===== config.mk =====
export PLATFORM = sky130hd
export DESIGN_NAME = key_press_classifier_core
export DESIGN_NICKNAME = d
export VERILOG_FILES = /design/src/hw/rtl/kpc_pkg.sv /design/src/hw/rtl/key_press_classifier_core.sv /design/src/hw/rtl/kpc_key.sv /design/src/hw/rtl/kpc_cfg.sv
export SDC_FILE = /design/constraint.sdc
export NUM_CORES = 1
export LEC_CHECK = 0
export ABC_AREA = 1
export BUFFER_PORTS_ARGS = -buffer_cell sky130_fd_sc_hd__clkbuf_2
export CAP_MARGIN = 30
export CORE_ASPECT_RATIO = 0.6
export CORE_UTILIZATION = 30
export DETAILED_ROUTE_END_ITERATION = 7
export GPL_ROUTABILITY_DRIVEN = 0
export PLACE_DENSITY = 0.47
export SLEW_MARGIN = 15
export SYNTH_ARGS = -nofsm -noshare
export SYNTH_HDL_FRONTEND = slang
export SYNTH_SLANG_ARGS = --single-unit

===== constraint.sdc =====
create_clock -name clk -period 3.6 [get_ports clk]
set_input_delay 0.54 -clock clk [delete_from_list [all_inputs] [get_ports clk]]
set_output_delay 0.54 -clock clk [all_outputs]
set_load 0.01 [all_outputs]

===== src/hw/rtl/kpc_pkg.sv =====
`default_nettype none

package kpc_pkg;

  // Result event codes.
  typedef enum logic [2:0] {
    EV_NONE       = 3'd0,
    EV_BOOT_SHORT = 3'd1,
    EV_BOOT_LONG  = 3'd2,
    EV_BOOT_HOLD  = 3'd3,
    EV_POWER_HOLD = 3'd4
  } key_event_t;

  // Configuration register indexes.
  localparam int CfgIndexWidth = 2;
  typedef enum logic [CfgIndexWidth-1:0] {
    CFG_SHORT_LIMIT = 2'd0,
    CFG_HOLD_LIMIT  = 2'd1,
    CFG_LONG_LIMIT  = 2'd2
  } cfg_reg_t;

  localparam int TimeWidth  = 32;
  localparam int LimitWidth = 16;

  localparam logic [LimitWidth-1:0] ShortLimitReset = 16'd1000;
  localparam logic [LimitWidth-1:0] HoldLimitReset  = 16'd3000;
  localparam logic [LimitWidth-1:0] LongLimitReset  = 16'd5000;

  typedef struct packed {
    logic [LimitWidth-1:0] short_limit;
    logic [LimitWidth-1:0] hold_limit;
    logic [LimitWidth-1:0] long_limit;
  } kpc_limits_t;

  // Per-key event flags reported by one key tracker for the current tick.
  typedef struct packed {
    logic short_ev;
    logic hold_ev;
    logic long_ev;
  } kpc_key_ev_t;

endpackage

`default_nettype wire


===== src/hw/rtl/key_press_classifier_core.sv =====
// Channel | Signals                                      | Direction
// poll    | in_valid, in_stall, now_ms, boot/power_pressed | in (stall out)
// event   | out_valid, out_stall, key_event              | out (stall in)
// config  | cfg_valid, cfg_ready, cfg_index, cfg_data    | in (ready out)
//
// A poll transfer is registered, then classified and written to the
// event register, and one poll can be taken every cycle unless a
// stalled event holds the pipe. Throughput is set by the single classify
// stage between the input and event registers. The synchronous reset
// clears both valid flags, all key flags, and loads the default limits.
// A stalled event holds the classify stage, and the input register takes
// a new transfer only when it is empty or moving forward in that cycle.
`default_nettype none

module key_press_classifier_core
  import kpc_pkg::*;
(
  input  wire logic                     clk,
  input  wire logic                     rst,
  input  wire logic                     in_valid,
  output logic                          in_stall,
  input  wire logic [TimeWidth-1:0]     now_ms,
  input  wire logic                     boot_pressed,
  input  wire logic                     power_pressed,
  output logic                          out_valid,
  input  wire logic                     out_stall,
  output logic [2:0]                    key_event,
  input  wire logic                     cfg_valid,
  output logic                          cfg_ready,
  input  wire logic [CfgIndexWidth-1:0] cfg_index,
  input  wire logic [LimitWidth-1:0]    cfg_data
);

  kpc_limits_t limits;

  // Input register.
  logic                 s1_valid;
  logic [TimeWidth-1:0] s1_now;
  logic                 s1_boot;
  logic                 s1_power;

  // The classify stage moves when the event register is empty or its
  // current event is being taken in this cycle.
  logic advance;
  logic classify;
  logic power_step;

  kpc_key_ev_t boot_ev;
  kpc_key_ev_t power_ev;
  logic        boot_any;
  key_event_t  event_next;

  assign advance    = !out_valid || !out_stall;
  assign in_stall   = s1_valid && !advance;
  assign classify   = s1_valid && advance;
  assign boot_any   = boot_ev.short_ev || boot_ev.hold_ev || boot_ev.long_ev;
  // The power key is only polled when the boot key reports nothing.
  assign power_step = classify && !boot_any;

  kpc_cfg u_cfg (
    .clk       (clk),
    .rst       (rst),
    .cfg_valid (cfg_valid),
    .cfg_ready (cfg_ready),
    .cfg_index (cfg_index),
    .cfg_data  (cfg_data),
    .limits    (limits)
  );

  kpc_key #(.HasLong(1'b1)) u_boot (
    .clk     (clk),
    .rst     (rst),
    .step    (classify),
    .pressed (s1_boot),
    .now_ms  (s1_now),
    .limits  (limits),
    .ev      (boot_ev)
  );

  // The power key has no long hold, and its short press is not reported.
  kpc_key #(.HasLong(1'b0)) u_power (
    .clk     (clk),
    .rst     (rst),
    .step    (power_step),
    .pressed (s1_power),
    .now_ms  (s1_now),
    .limits  (limits),
    .ev      (power_ev)
  );

  always_comb begin
    if (boot_ev.short_ev) begin
      event_next = EV_BOOT_SHORT;
    end else if (boot_ev.hold_ev) begin
      event_next = EV_BOOT_HOLD;
    end else if (boot_ev.long_ev) begin
      event_next = EV_BOOT_LONG;
    end else if (power_ev.hold_ev) begin
      event_next = EV_POWER_HOLD;
    end else begin
      event_next = EV_NONE;
    end
  end

  always_ff @(posedge clk) begin
    if (rst) begin
      s1_valid <= 1'b0;
    end else if (!in_stall) begin
      s1_valid <= in_valid;
    end
  end

  always_ff @(posedge clk) begin
    if (!in_stall && in_valid) begin
      s1_now   <= now_ms;
      s1_boot  <= boot_pressed;
      s1_power <= power_pressed;
    end
  end

  always_ff @(posedge clk) begin
    if (rst) begin
      out_valid <= 1'b0;
    end else if (advance) begin
      out_valid <= s1_valid;
    end
  end

  always_ff @(posedge clk) begin
    if (classify) begin
      key_event <= event_next;
    end
  end

endmodule

`default_nettype wire


===== src/hw/rtl/kpc_key.sv =====
`default_nettype none

module kpc_key
  import kpc_pkg::*;
#(
  parameter bit HasLong = 1'b1
) (
  input  wire logic                 clk,
  input  wire logic                 rst,
  input  wire logic                 step,
  input  wire logic                 pressed,
  input  wire logic [TimeWidth-1:0] now_ms,
  input  wire kpc_limits_t          limits,
  output kpc_key_ev_t               ev
);

  logic                 down;
  logic                 armed;
  logic                 hold_fired;
  logic                 long_fired;
  logic [TimeWidth-1:0] press_time;

  logic                 down_next;
  logic                 armed_next;
  logic                 hold_fired_next;
  logic                 long_fired_next;
  logic [TimeWidth-1:0] press_time_next;

  logic [TimeWidth-1:0] elapsed;
  logic                 upper_zero;
  logic                 below_short;
  logic                 reach_hold;
  logic                 reach_long;

  // Elapsed time wraps modulo 2^32; limits are 16 bits, so the upper half
  // of the elapsed time decides the compares whenever it is nonzero.
  assign elapsed     = now_ms - press_time;
  assign upper_zero  = (elapsed[TimeWidth-1:LimitWidth] == '0);
  assign below_short = upper_zero && (elapsed[LimitWidth-1:0] < limits.short_limit);
  assign reach_hold  = !upper_zero || (elapsed[LimitWidth-1:0] >= limits.hold_limit);
  assign reach_long  = !upper_zero || (elapsed[LimitWidth-1:0] >= limits.long_limit);

  always_comb begin
    down_next       = down;
    armed_next      = armed;
    hold_fired_next = hold_fired;
    long_fired_next = long_fired;
    press_time_next = press_time;
    ev              = '0;
    if (!pressed) begin
      ev.short_ev     = down && !hold_fired && below_short;
      down_next       = 1'b0;
      armed_next      = 1'b1;
      hold_fired_next = 1'b0;
      long_fired_next = 1'b0;
    end else if (!down) begin
      down_next       = 1'b1;
      press_time_next = now_ms;
    end else if (armed) begin
      if (!hold_fired && reach_hold) begin
        hold_fired_next = 1'b1;
        ev.hold_ev      = 1'b1;
      end else if (HasLong && hold_fired && !long_fired && reach_long) begin
        long_fired_next = 1'b1;
        ev.long_ev      = 1'b1;
      end
    end
  end

  always_ff @(posedge clk) begin
    if (rst) begin
      down       <= 1'b0;
      armed      <= 1'b0;
      hold_fired <= 1'b0;
      press_time <= '0;
    end else if (step) begin
      down       <= down_next;
      armed      <= armed_next;
      hold_fired <= hold_fired_next;
      press_time <= press_time_next;
    end
  end

  generate
    if (HasLong) begin : g_long
      always_ff @(posedge clk) begin
        if (rst) begin
          long_fired <= 1'b0;
        end else if (step) begin
          long_fired <= long_fired_next;
        end
      end
    end else begin : g_no_long
      assign long_fired = 1'b0;
    end
  endgenerate

endmodule

`default_nettype wire


===== src/hw/rtl/kpc_cfg.sv =====
`default_nettype none

module kpc_cfg
  import kpc_pkg::*;
(
  input  wire logic                     clk,
  input  wire logic                     rst,
  input  wire logic                     cfg_valid,
  output logic                          cfg_ready,
  input  wire logic [CfgIndexWidth-1:0] cfg_index,
  input  wire logic [LimitWidth-1:0]    cfg_data,
  output kpc_limits_t                   limits
);

  assign cfg_ready = 1'b1;

  always_ff @(posedge clk) begin
    if (rst) begin
      limits.short_limit <= ShortLimitReset;
      limits.hold_limit  <= HoldLimitReset;
      limits.long_limit  <= LongLimitReset;
    end else if (cfg_valid && cfg_ready) begin
      unique case (cfg_reg_t'(cfg_index))
        CFG_SHORT_LIMIT: limits.short_limit <= cfg_data;
        CFG_HOLD_LIMIT:  limits.hold_limit  <= cfg_data;
        CFG_LONG_LIMIT:  limits.long_limit  <= cfg_data;
        default: ;
      endcase
    end
  end

endmodule

`default_nettype wire


== Word-level counts from Yosys, hierarchy flattened ==
Cells that the tools add are included.
Word-level totals
  bits in writable memories: 0
  output and inout bits: 6
  register bits: 158
  input bits: 57
  word-level logic and storage cells: 111
  memories: 0
  ROM bits: 0
  latch bits: 0
Operators by class
  add/subtract/negate cells: 2
  bitwise logic cells: 4
  multipliers: 0
  divide/modulo/power cells: 0
  shift-type cells: 0
  muxes and demuxes: 29
  eq/ne operators: 10
  magnitude comparators: 4
  reduce and logical (&&, ||, !) cells: 42
Operator list (count)
  $sub A32 B32 Y32: 2
  $ge A16 B16 Y1: 3
  $logic_not A16 Y1: 2
  $mux W1: 23
  $lt A16 B16 Y1: 1
  $ne A2 B1 Y1 const B: 7
  $logic_and A1 B1 Y1: 11
  $logic_not A1 Y1: 10
  $mux W2: 5
  $reduce_and A2 Y1: 5
  $reduce_and A4 Y1: 2
  $logic_or A1 B1 Y1: 6
  $reduce_and A3 Y1: 2
  $reduce_and A5 Y1: 1
  $not A1 Y1: 4
  $mux W3: 1
  $reduce_or A3 Y1: 1
  $eq A2 B1 Y1 const B: 1
  $eq A2 B2 Y1 const B: 1
  $logic_not A2 Y1: 1
  $ne A2 B2 Y1 const B: 1
  $reduce_or A2 Y1: 1

== Logic depth before layout (Yosys ltp) ==
Gate-level depths: netlist of the first run.
  depth after elaboration: 15
  gate-level depth with buffers: 27
  depth with buffers taken out: 27

== By module ==
A second synthesis of the first run with hierarchy kept.
Unflattened totals
  cells, all modules: 2073
  area, all modules: 12977.4 µm²
By module, submodules not included
  kpc_key (u_boot): times used 1, cells each 900, area each 5123.7 µm², sequential area each 720.7 µm²
  kpc_key (u_power): times used 1, cells each 835, area each 4679.5 µm², sequential area each 700.7 µm²
  kpc_cfg: times used 1, cells each 279, area each 1933.1 µm², sequential area each 960.9 µm²
  key_press_classifier_core: times used 1, cells each 59, area each 1241.2 µm², sequential area each 1151.1 µm²

== Worst setup path after synthesis of the first run ==
OpenSTA, ideal clock, no wires.
  path kind: register to register
  from: register s1_now[0]
  to: register u_power.press_time[22]
  arrival time: 3101 ps
  stages on the path, launching flop included: 24
  path buffers: 1
  path slack: 387 ps
  setup time: 113 ps
  clock period less this slack: 3213 ps
  cells stage by stage: edfxtp_1 > inv_1 > ha_1 > fa_1 > inv_1 > nand3_1 > nand3_1 > nand2_1 > nand3b_1 > xor2_1 > ha_1 > nand3_1 > inv_1 > a21oi_1 > o21ai_0 > a31oi_1 > nand3_1 > nand3_2 > inv_2 > nor2_8 > buf_6 > nand4_1 > nand2_1 > nor2_1
On the way
  longest elaborated chain between the ends: 14
  elaborated cells on any way between the ends: 24
RTL lines
  from (decl): RTL line key_press_classifier_core.sv:38  | logic [TimeWidth-1:0] s1_now;
  from (signal assigned): RTL line key_press_classifier_core.sv:115  | s1_now <= now_ms;
  $sub A32 B32 Y32 (*): RTL line kpc_key.sv:37  | assign elapsed = now_ms - press_time;
  parallel branches: the longest is 9 deep, another holds $ge A16 B16 Y1
  $logic_or A1 B1 Y1 (*): RTL line key_press_classifier_core.sv:56  | assign boot_any = boot_ev.short_ev || boot_ev.hold_ev || boot_ev.long_ev;
  $logic_not A1 Y1 (*): RTL line key_press_classifier_core.sv:58  | assign power_step = classify && !boot_any;
  $logic_and A1 B1 Y1 (*): RTL line key_press_classifier_core.sv:58
  $reduce_and A3 Y1 (no source line) (*)
  to (signal assigned): RTL line kpc_key.sv:80  | press_time <= press_time_next;
  to (decl): RTL line kpc_key.sv:21  | logic [TimeWidth-1:0] press_time;
Mark *: on every way between the ends.
A chain may end at the register's enable or synchronous reset.

== Worst setup path in the final report of the first run ==
  from: register s1_now[1]
  to: register u_power.press_time[15]
The elaborated chain is that of the path after synthesis.

==> run_results.csv, run 1 <==
group,metric,value,unit
logic_synthesis,netlist_top_cells_area,"dfxtp_1 (20%), nand2_1 (15%), ha_1 (13%)",
run,maxCapViolations,0,
drt,vias,12600,
min_path,min_to,"s1_now[9]",
drt,wire_per_inst,17.1,microns
worst_setup_path,startpoint_type,"register",
cells_and_area,diodes,0,
logic_synthesis,ys_ff_latch,158,
global_routing,grt_pass1_wl,67.0,mm
cells_and_area,drive_gt1_share,24.4,%
min_path,hp-start,"now_ms[9]",
pwr,power.density,383,nW/um^2
min_path,min_path_type,"input port to register",
placed_design,port_buffers,61,
worst_setup_path,endpoint_kind,"register",
min_path,hold_depth,1,
die,start_util,30.4,%
logic_synthesis,yosys.area.top_type_share,20.4,%
cts,cts_tree,"done",
run_status,status,"complete, but fails checks",
worst_setup_path,r2r-start,"s1_now[1]",
cts,insertion_delay,0.46,ns
worst_setup_path,required,3.99,ns
worst_setup_path,reg2reg_slack,-0.34,ns
logic_synthesis,synth_top_area_cell,"dfxtp_1",
worst_setup_path,critPathMaxFanout,8,
worst_setup_path,r2r_end,"u_power.press_time[15]",
cts,clockBufferDepth,2,
timing,finalCritPeriodShare,109,%
timing,finalSetupTns,-10.91,ns
pwr,ir_drop,0.322,mV
timing,fin_crit,3.94,ns
global_routing,antenna_found_initial,0,
timing,relSlewSlack,56.9,%
timing,hold_viol,0,
pwr,leakage,7.93,nW
placed_design,hpwl,34.4,mm
die,dieArea,40500,sq um
global_routing,grt_max_degree,51,
drt,ant_nets,0,
drt,drcViolationCount,0,
drt,via_per_inst,4.76,
cells_and_area,area_growth,36.3,%
cells_and_area,fin_util,41.5,%
worst_setup_path,rr_worst_depth,24,
logic_synthesis,yosysSeqAreaShare,29.7,%
logic_synthesis,netlist_area,11900,sq um
timing,timing.fmax,254,MHz
worst_setup_path,slowest_delay,0.56,ns
die,die_h,156,microns
die,placementRows,56,
cts,clockRootBuffer,"clkbuf_16",
placed_design,pre_cts_ws,-1.03,ns
timing,fin_skew,0.0107,ns
timing,finalWorstSetupSlack,-0.342,ns
logic_synthesis,syn_nets,1993,
logic_synthesis,synthesis.instances,1809,
cts,numClockSinks,158,
cells_and_area,nets,2286,
timing,rsz0062_at_grt,"true",
timing,finalMaxSlewViolations,0,
timing,holdWs,0.253,ns
worst_setup_path,path_class,"register to register",
cts,clkTransAtPathRegs,0.07,ns
drt,drt_wl_total,45.1,mm
worst_setup_path,cp_slowest_cell,"edfxtp_1",
timing,tightest_slew,0.645,ns
global_routing,grt_use_total,22.1,%
timing,setup_violations,37,
logic_synthesis,syn_avg_cell_area,6.58,sq um
cts,cts-buffers-inserted,17,
die,pin_count,63,
global_routing,grt_pass1_vias,11500,
cts,h-tree-depth,4,
cts,holdBufCountCts,0,
logic_synthesis,yosysWarningCount,0,
worst_setup_path,crit_arrival,4.33,ns
die,core-area,39100,sq um
run_status,violations,"setup timing",
global_routing,gr-total-overflow,0,
die,die_w,259,microns
logic_synthesis,ys_types,43,
worst_setup_path,crit_chain,"inv_2 -> fa_2 -> inv_4 -> nand2_1 -> nand3_4 -> nand2_1 -> nand2_2 -> xor2_4 -> ha_1 -> nand2_4 -> inv_1 -> nand3_2 -> inv_2 -> a21oi_4 -> o21ai_1 -> a31oi_1 -> nand3_1 -> nand3_2 -> buf_6 -> nand4_4 -> nor2_4 -> clkbuf_16 -> nor2_1 -> nor2_1",
drt,drt_first_pass_iters,6,
drt,drtIter0Drc,1085,
synthesized netlist by cell type (all sizes together):
master / n
nand4: 54
nor2: 186
nor4: 2
xor2: 29
o21bai: 6
o221ai: 1
nand2: 469
fa: 2
o21a: 1
and2: 5
a21o: 1
o211ai: 21
clkinv: 2
a21boi: 1
nor3: 16
edfxtp: 37
and3: 1
conb: 1
nand3b: 4
clkbuf: 26
o21ai: 96
xnor2: 3
buf: 15
a21oi: 156
dfxtp: 121
a31oi: 3
a2111oi: 2
a211oi: 1
inv: 350
nand3: 72
ha: 125
where the power goes:
part           total [mW]  switching [mW]  internal, mW  leakage, nW
Sequential           1.97          0.0548          1.92         1.35
Clock                1.77           0.826         0.946        0.273
Combinational        2.46            1.41          1.06         6.31
timing repair:
action	in CTS	in global routing
resized for setup	114	83
endpoints found under the setup margin	40	40
pin swaps	49	59
gates cloned	3	2
buffers inserted	40	17
worst max path at each step:
stage | startpoint | endpoint | slack (ns) | cells past startpoint
finish | s1_now[1] | u_power.press_time[15] | -0.34 | 24
global route | s1_now[9] | u_power.press_time[31] | -0.50 | 23
CTS | s1_now[10] | u_power.press_time[19] | -0.25 | 24
detailed placement | s1_now[1] | u_power.press_time[17] | -1.03 | 22
global placement | s1_now[1] | u_power.press_time[10] | -0.97 | 20
floorplan | s1_now[0] | u_power.press_time[22] | 0.39 | 23
worst max-delay path: cells and delay by family, from the launching register on:
| family | cells | cell delay [ns] |
|---|---|---|
| buffers and inverters | 6 | 0.64 |
| adder cells (fa/ha/maj) | 2 | 0.70 |
| flip-flops | 1 | 0.56 |
| XOR/XNOR | 1 | 0.21 |
| AND/OR/NAND/NOR | 12 | 1.35 |
| AO/OA/AOI/OAI | 3 | 0.41 |
cell type report:
type                    instances  area (sq um)
fillers                      4084         22900
repair buffers                313          2390
clock buffers                  21           472
clock inverters                11          81.3
multi-input cells            1260          7750
inverters                     352          1330
well taps                     522           653
flip-flops and latches        158          3530
cells by family (layout without fill, tap and decap cells):
kind of cell,count (synthesis),in the layout,share of synthesized area (%)
fa+ha+maj,127,127,13.5
flops,158,158,29.7
compound gates,289,289,12.9
simple gates,809,811,28.7
buf+inv,393,697,12.8
other cells,1,1,0.0315
xor+xnor,32,32,2.36
through the flow:
| step | instance area, sq um | instances | total power, mW |
|---|---|---|---|
| 2_1_floorplan | 11900 | 1809 | 3.18 |
| 6_report | 16200 | 2637 | 6.21 |
| 3_3_place_gp | 14200 | 2548 | 4.01 |
| 4_1_cts | 15700 | 2621 | 6.00 |
| 3_5_place_dp | 14200 | 2548 | 4.03 |
| 5_1_grt | 16200 | 2637 | 6.57 |
cells in the final DEF (no fill, tap or decap), drive strengths merged, types with 4 or more instances in the layout:
cell	netlist	final
a21oi	156	156
and2	5	5
buf	15	250
clkbuf	26	84
clkinv	2	9
dfxtp	121	121
edfxtp	37	37
ha	125	125
inv	350	353
nand2	469	469
nand3	72	72
nand3b	4	4
nand4	54	54
nor2	186	188
nor3	16	16
o211ai	21	21
o21ai	96	96
o21bai	6	6
xor2	29	29
per-layer routing:
layer / wire length (microns) / vias up / track usage (%) / share of wire [%]
li1: - / 6378 / - / -
met4: 378 / 0 / 4.25 / 0.84
met2: 16900 / 312 / 28.7 / 38
met3: 2730 / 27 / 4.07 / 6.1
met5: 0 / - / 0 / 0
met1: 25000 / 5841 / 36.1 / 56
sequential cells by signal, summed over array words and instances, names as in the netlist, 3 cells and up:
name and count:
key_event 3, s1_now 32, u_power.press_time 32, u_cfg.limits 48, u_boot.press_time 32
Power figures use the tool's default switching activity.
==> run 2: changes to the inputs <==
- SYNTH_HIERARCHICAL: default -> 1
==> run 2 against run 1 <==
Net effect: the run still ends with setup timing left; combinational power rose by 2%; critical path depth did not move; design area rose by 3.5%; synthesized cell count is 10% higher; global-route usage is 2.2 points lower; worst setup slack got worse by 0.032 ns; via count is 2.8% higher; final cell count rose by 7.6%; critical path type unchanged; highest routed layer unchanged.
==> run_results.csv, run 2 <==
group,metric,value,unit
die,start_util,30.7,%
timing,timing.fmax,252,MHz
global_routing,antenna_found_initial,1,
drt,ant_nets,0,
worst_setup_path,endpoint_kind,"register",
worst_setup_path,startpoint_type,"register",
drt,via_per_inst,4.55,
global_routing,grt_pass1_wl,64.6,mm
min_path,min_path_type,"input port to register",
placed_design,port_buffers,61,
worst_setup_path,crit_start,"s1_now[2]",
timing,fin_crit,3.97,ns
cells_and_area,nets,2449,
worst_setup_path,rr_worst_depth,24,
timing,tightest_slew,0.740,ns
placed_design,dpl-instance-area,14700,sq um
worst_setup_path,slowest_delay,0.44,ns
global_routing,grt_pass1_vias,11600,
cells_and_area,diodes,0,
pwr,ir_drop,0.246,mV
global_routing,grtUsageMet2,26.1,%
logic_synthesis,syn_nets,2182,
timing,setup_violations,35,
cts,insertion_delay,0.45,ns
pwr,p_int,4.07,mW
worst_setup_path,crit_chain,"ha_4 -> nand2_2 -> nand2_2 -> inv_2 -> nand2_4 -> nand2_2 -> nand2_2 -> xor2_1 -> ha_1 -> nand2_1 -> nor3_2 -> nand2_1 -> o311ai_1 -> a211oi_2 -> nand3_1 -> nand3_1 -> nor2_1 -> inv_1 -> nand3_2 -> nor2_4 -> nand3_4 -> clkbuf_16 -> o21ai_0 -> a21oi_1",
global_routing,grt-busiest-layer,"met1",
cells_and_area,max_flop_register,"u_cfg/limits",
logic_synthesis,netlist_area,12500,sq um
timing,finalCritPeriodShare,110,%
placed_design,placedCellCount,2759,
timing,relSlewSlack,50.7,%
pwr,power_switching,2.36,mW
logic_synthesis,syn_avg_cell_area,6.26,sq um
cts,clockBufferDepth,2,
cts,h-tree-depth,4,
global_routing,grt_use_met3,3.45,%
cells_and_area,postLayoutCellArea,16800,sq um
worst_setup_path,required,3.94,ns
cells_and_area,drive_gt1_share,23.7,%
pwr,clock_power_share,30.3,%
drt,drt_wl_total,43.6,mm
die,die_h,160,microns
logic_synthesis,synthesis.instances,1998,
worst_setup_path,r2r-start,"s1_now[2]",
cts,cts_tree,"done",
cells_and_area,final_common_cell,"nand2_1",
run_status,status,"complete, but fails checks",
drt,drt_first_pass_iters,5,
die,placementRows,57,
pwr,sw_frac_of_total,36.7,%
placed_design,hpwl,34.3,mm
timing,hold_viol,0,
pwr,p_seq_share,30.8,%
pwr,power.density,383,nW/um^2
die,dieArea,42600,sq um
cells_and_area,seqCellArea,3530,sq um
cells_and_area,area_growth,34.1,%
worst_setup_path,critPathMaxFanout,16,
cts,clkTransAtPathRegs,0.07,ns
cells_and_area,fin_cells,2838,
global_routing,gr-total-overflow,0,
global_routing,grt_use_total,19.9,%
worst_setup_path,crit_path_end,"u_power/press_time[1]",
drt,vias,12900,
pwr,combPwrFrac,39.0,%
die,die_w,266,microns
worst_setup_path,reg2reg_slack,-0.37,ns
cells_and_area,layout_common_cells,"nand2_1 (560), inv_1 (436), buf_4 (211), nor2_1 (144), a21oi_1 (132)",
worst_setup_path,cp_slowest_cell,"edfxtp_1",
worst_setup_path,path_common_cell,"nand2_2",
cells_and_area,fin_util,41.1,%
worst_setup_path,r2r_end,"u_power/press_time[1]",
timing,finalWorstSetupSlack,-0.374,ns
drt,wire_per_inst,15.4,microns
timing,fin_skew,0.00996,ns
pwr,leakage,8.81,nW
die,pin_count,63,
worst_setup_path,path_class,"register to register",
cts,holdBufCountCts,0,
cells_and_area,nFillCells,4324,
cts,numClockSinks,158,
timing,finalMaxSlewViolations,0,
cts,cts-buffers-inserted,17,
drt,drtIter0Drc,963,
timing,finalSetupTns,-10.76,ns
pwr,fin_total_pwr,6.43,mW
global_routing,grt_max_degree,65,
cts,clockRootBuffer,"clkbuf_16",
run,maxCapViolations,0,
run_status,violations,"setup timing",
worst_setup_path,crit_arrival,4.31,ns
die,core-area,40800,sq um
drt,drcViolationCount,0,
global_routing,met1_usage,32.6,%
cells_and_area,largest_register_ffs,48,
timing,rsz0062_at_grt,"true",
logic_synthesis,yosysWarningCount,6,
cells_and_area,multi_input_area,8130,sq um
==> run 2: area by class of cell <==
cell class / instances / area share (%)
flip-flops and latches: 158 / 21.1
multi-input cells: 1345 / 48.4
repair buffers: 283 / 12.4
well taps: 560 / 4.17
inverters: 460 / 10.3
clock buffers: 17 / 2.53
clock inverters: 15 / 1.10
==> run 2: stage by stage <==
stage               hold slack (ns)  setup slack (ns)
floorplan                     0.424            0.0151
global placement              0.438            -0.678
detailed placement            0.447            -0.660
CTS                           0.245            -0.235
global route                  0.244            -0.568
finish                        0.266            -0.374
==> run 2: worst min-delay path by stage <==
stage | slack (ns) | start | depth (start not counted) | endpoint
finish | 0.27 | now_ms[14] | 1 | s1_now[14]
global route | 0.24 | now_ms[26] | 1 | s1_now[26]
CTS | 0.25 | now_ms[0] | 1 | s1_now[0]
detailed placement | 0.45 | u_power/hold_fired | 2 | u_power/hold_fired
global placement | 0.44 | u_power/press_time[0] | 2 | u_power/press_time[0]
floorplan | 0.42 | u_boot/armed | 2 | u_boot/armed
==> run 2: critical path: cells and delay by family, from the launching register on <==
family | cells | cell delay [ns]
AO/OA/AOI/OAI | 4 | 0.68
XOR/XNOR | 1 | 0.33
flip-flops | 1 | 0.44
buffers and inverters | 3 | 0.39
adder cells (fa/ha/maj) | 2 | 0.64
AND/OR/NAND/NOR | 14 | 1.35
==> run 2: timing repair <==
action	in CTS	in global routing
pin swaps	20	49
setup buffers	22	21
setup endpoints to repair	38	38
gates cloned	0	4
gates resized for setup	105	126
==> run 2: metal layers <==
metal / vias up / wire length (microns)
met5: - / 0
met4: 0 / 289
met3: 18 / 2580
met2: 299 / 16400
met1: 5924 / 24300
li1: 6673 / -
==> run 2: power by group through the flow <==
stage / Combinational, mW / Clock (mW) / Sequential, mW
5_1_grt: 2.78 / 2.06 / 1.99
3_3_place_gp: 2.05 / 0 / 2.01
3_5_place_dp: 2.08 / 0 / 2.01
6_report: 2.51 / 1.95 / 1.98
4_1_cts: 2.28 / 1.99 / 1.98
2_1_floorplan: 1.27 / 0 / 2.00
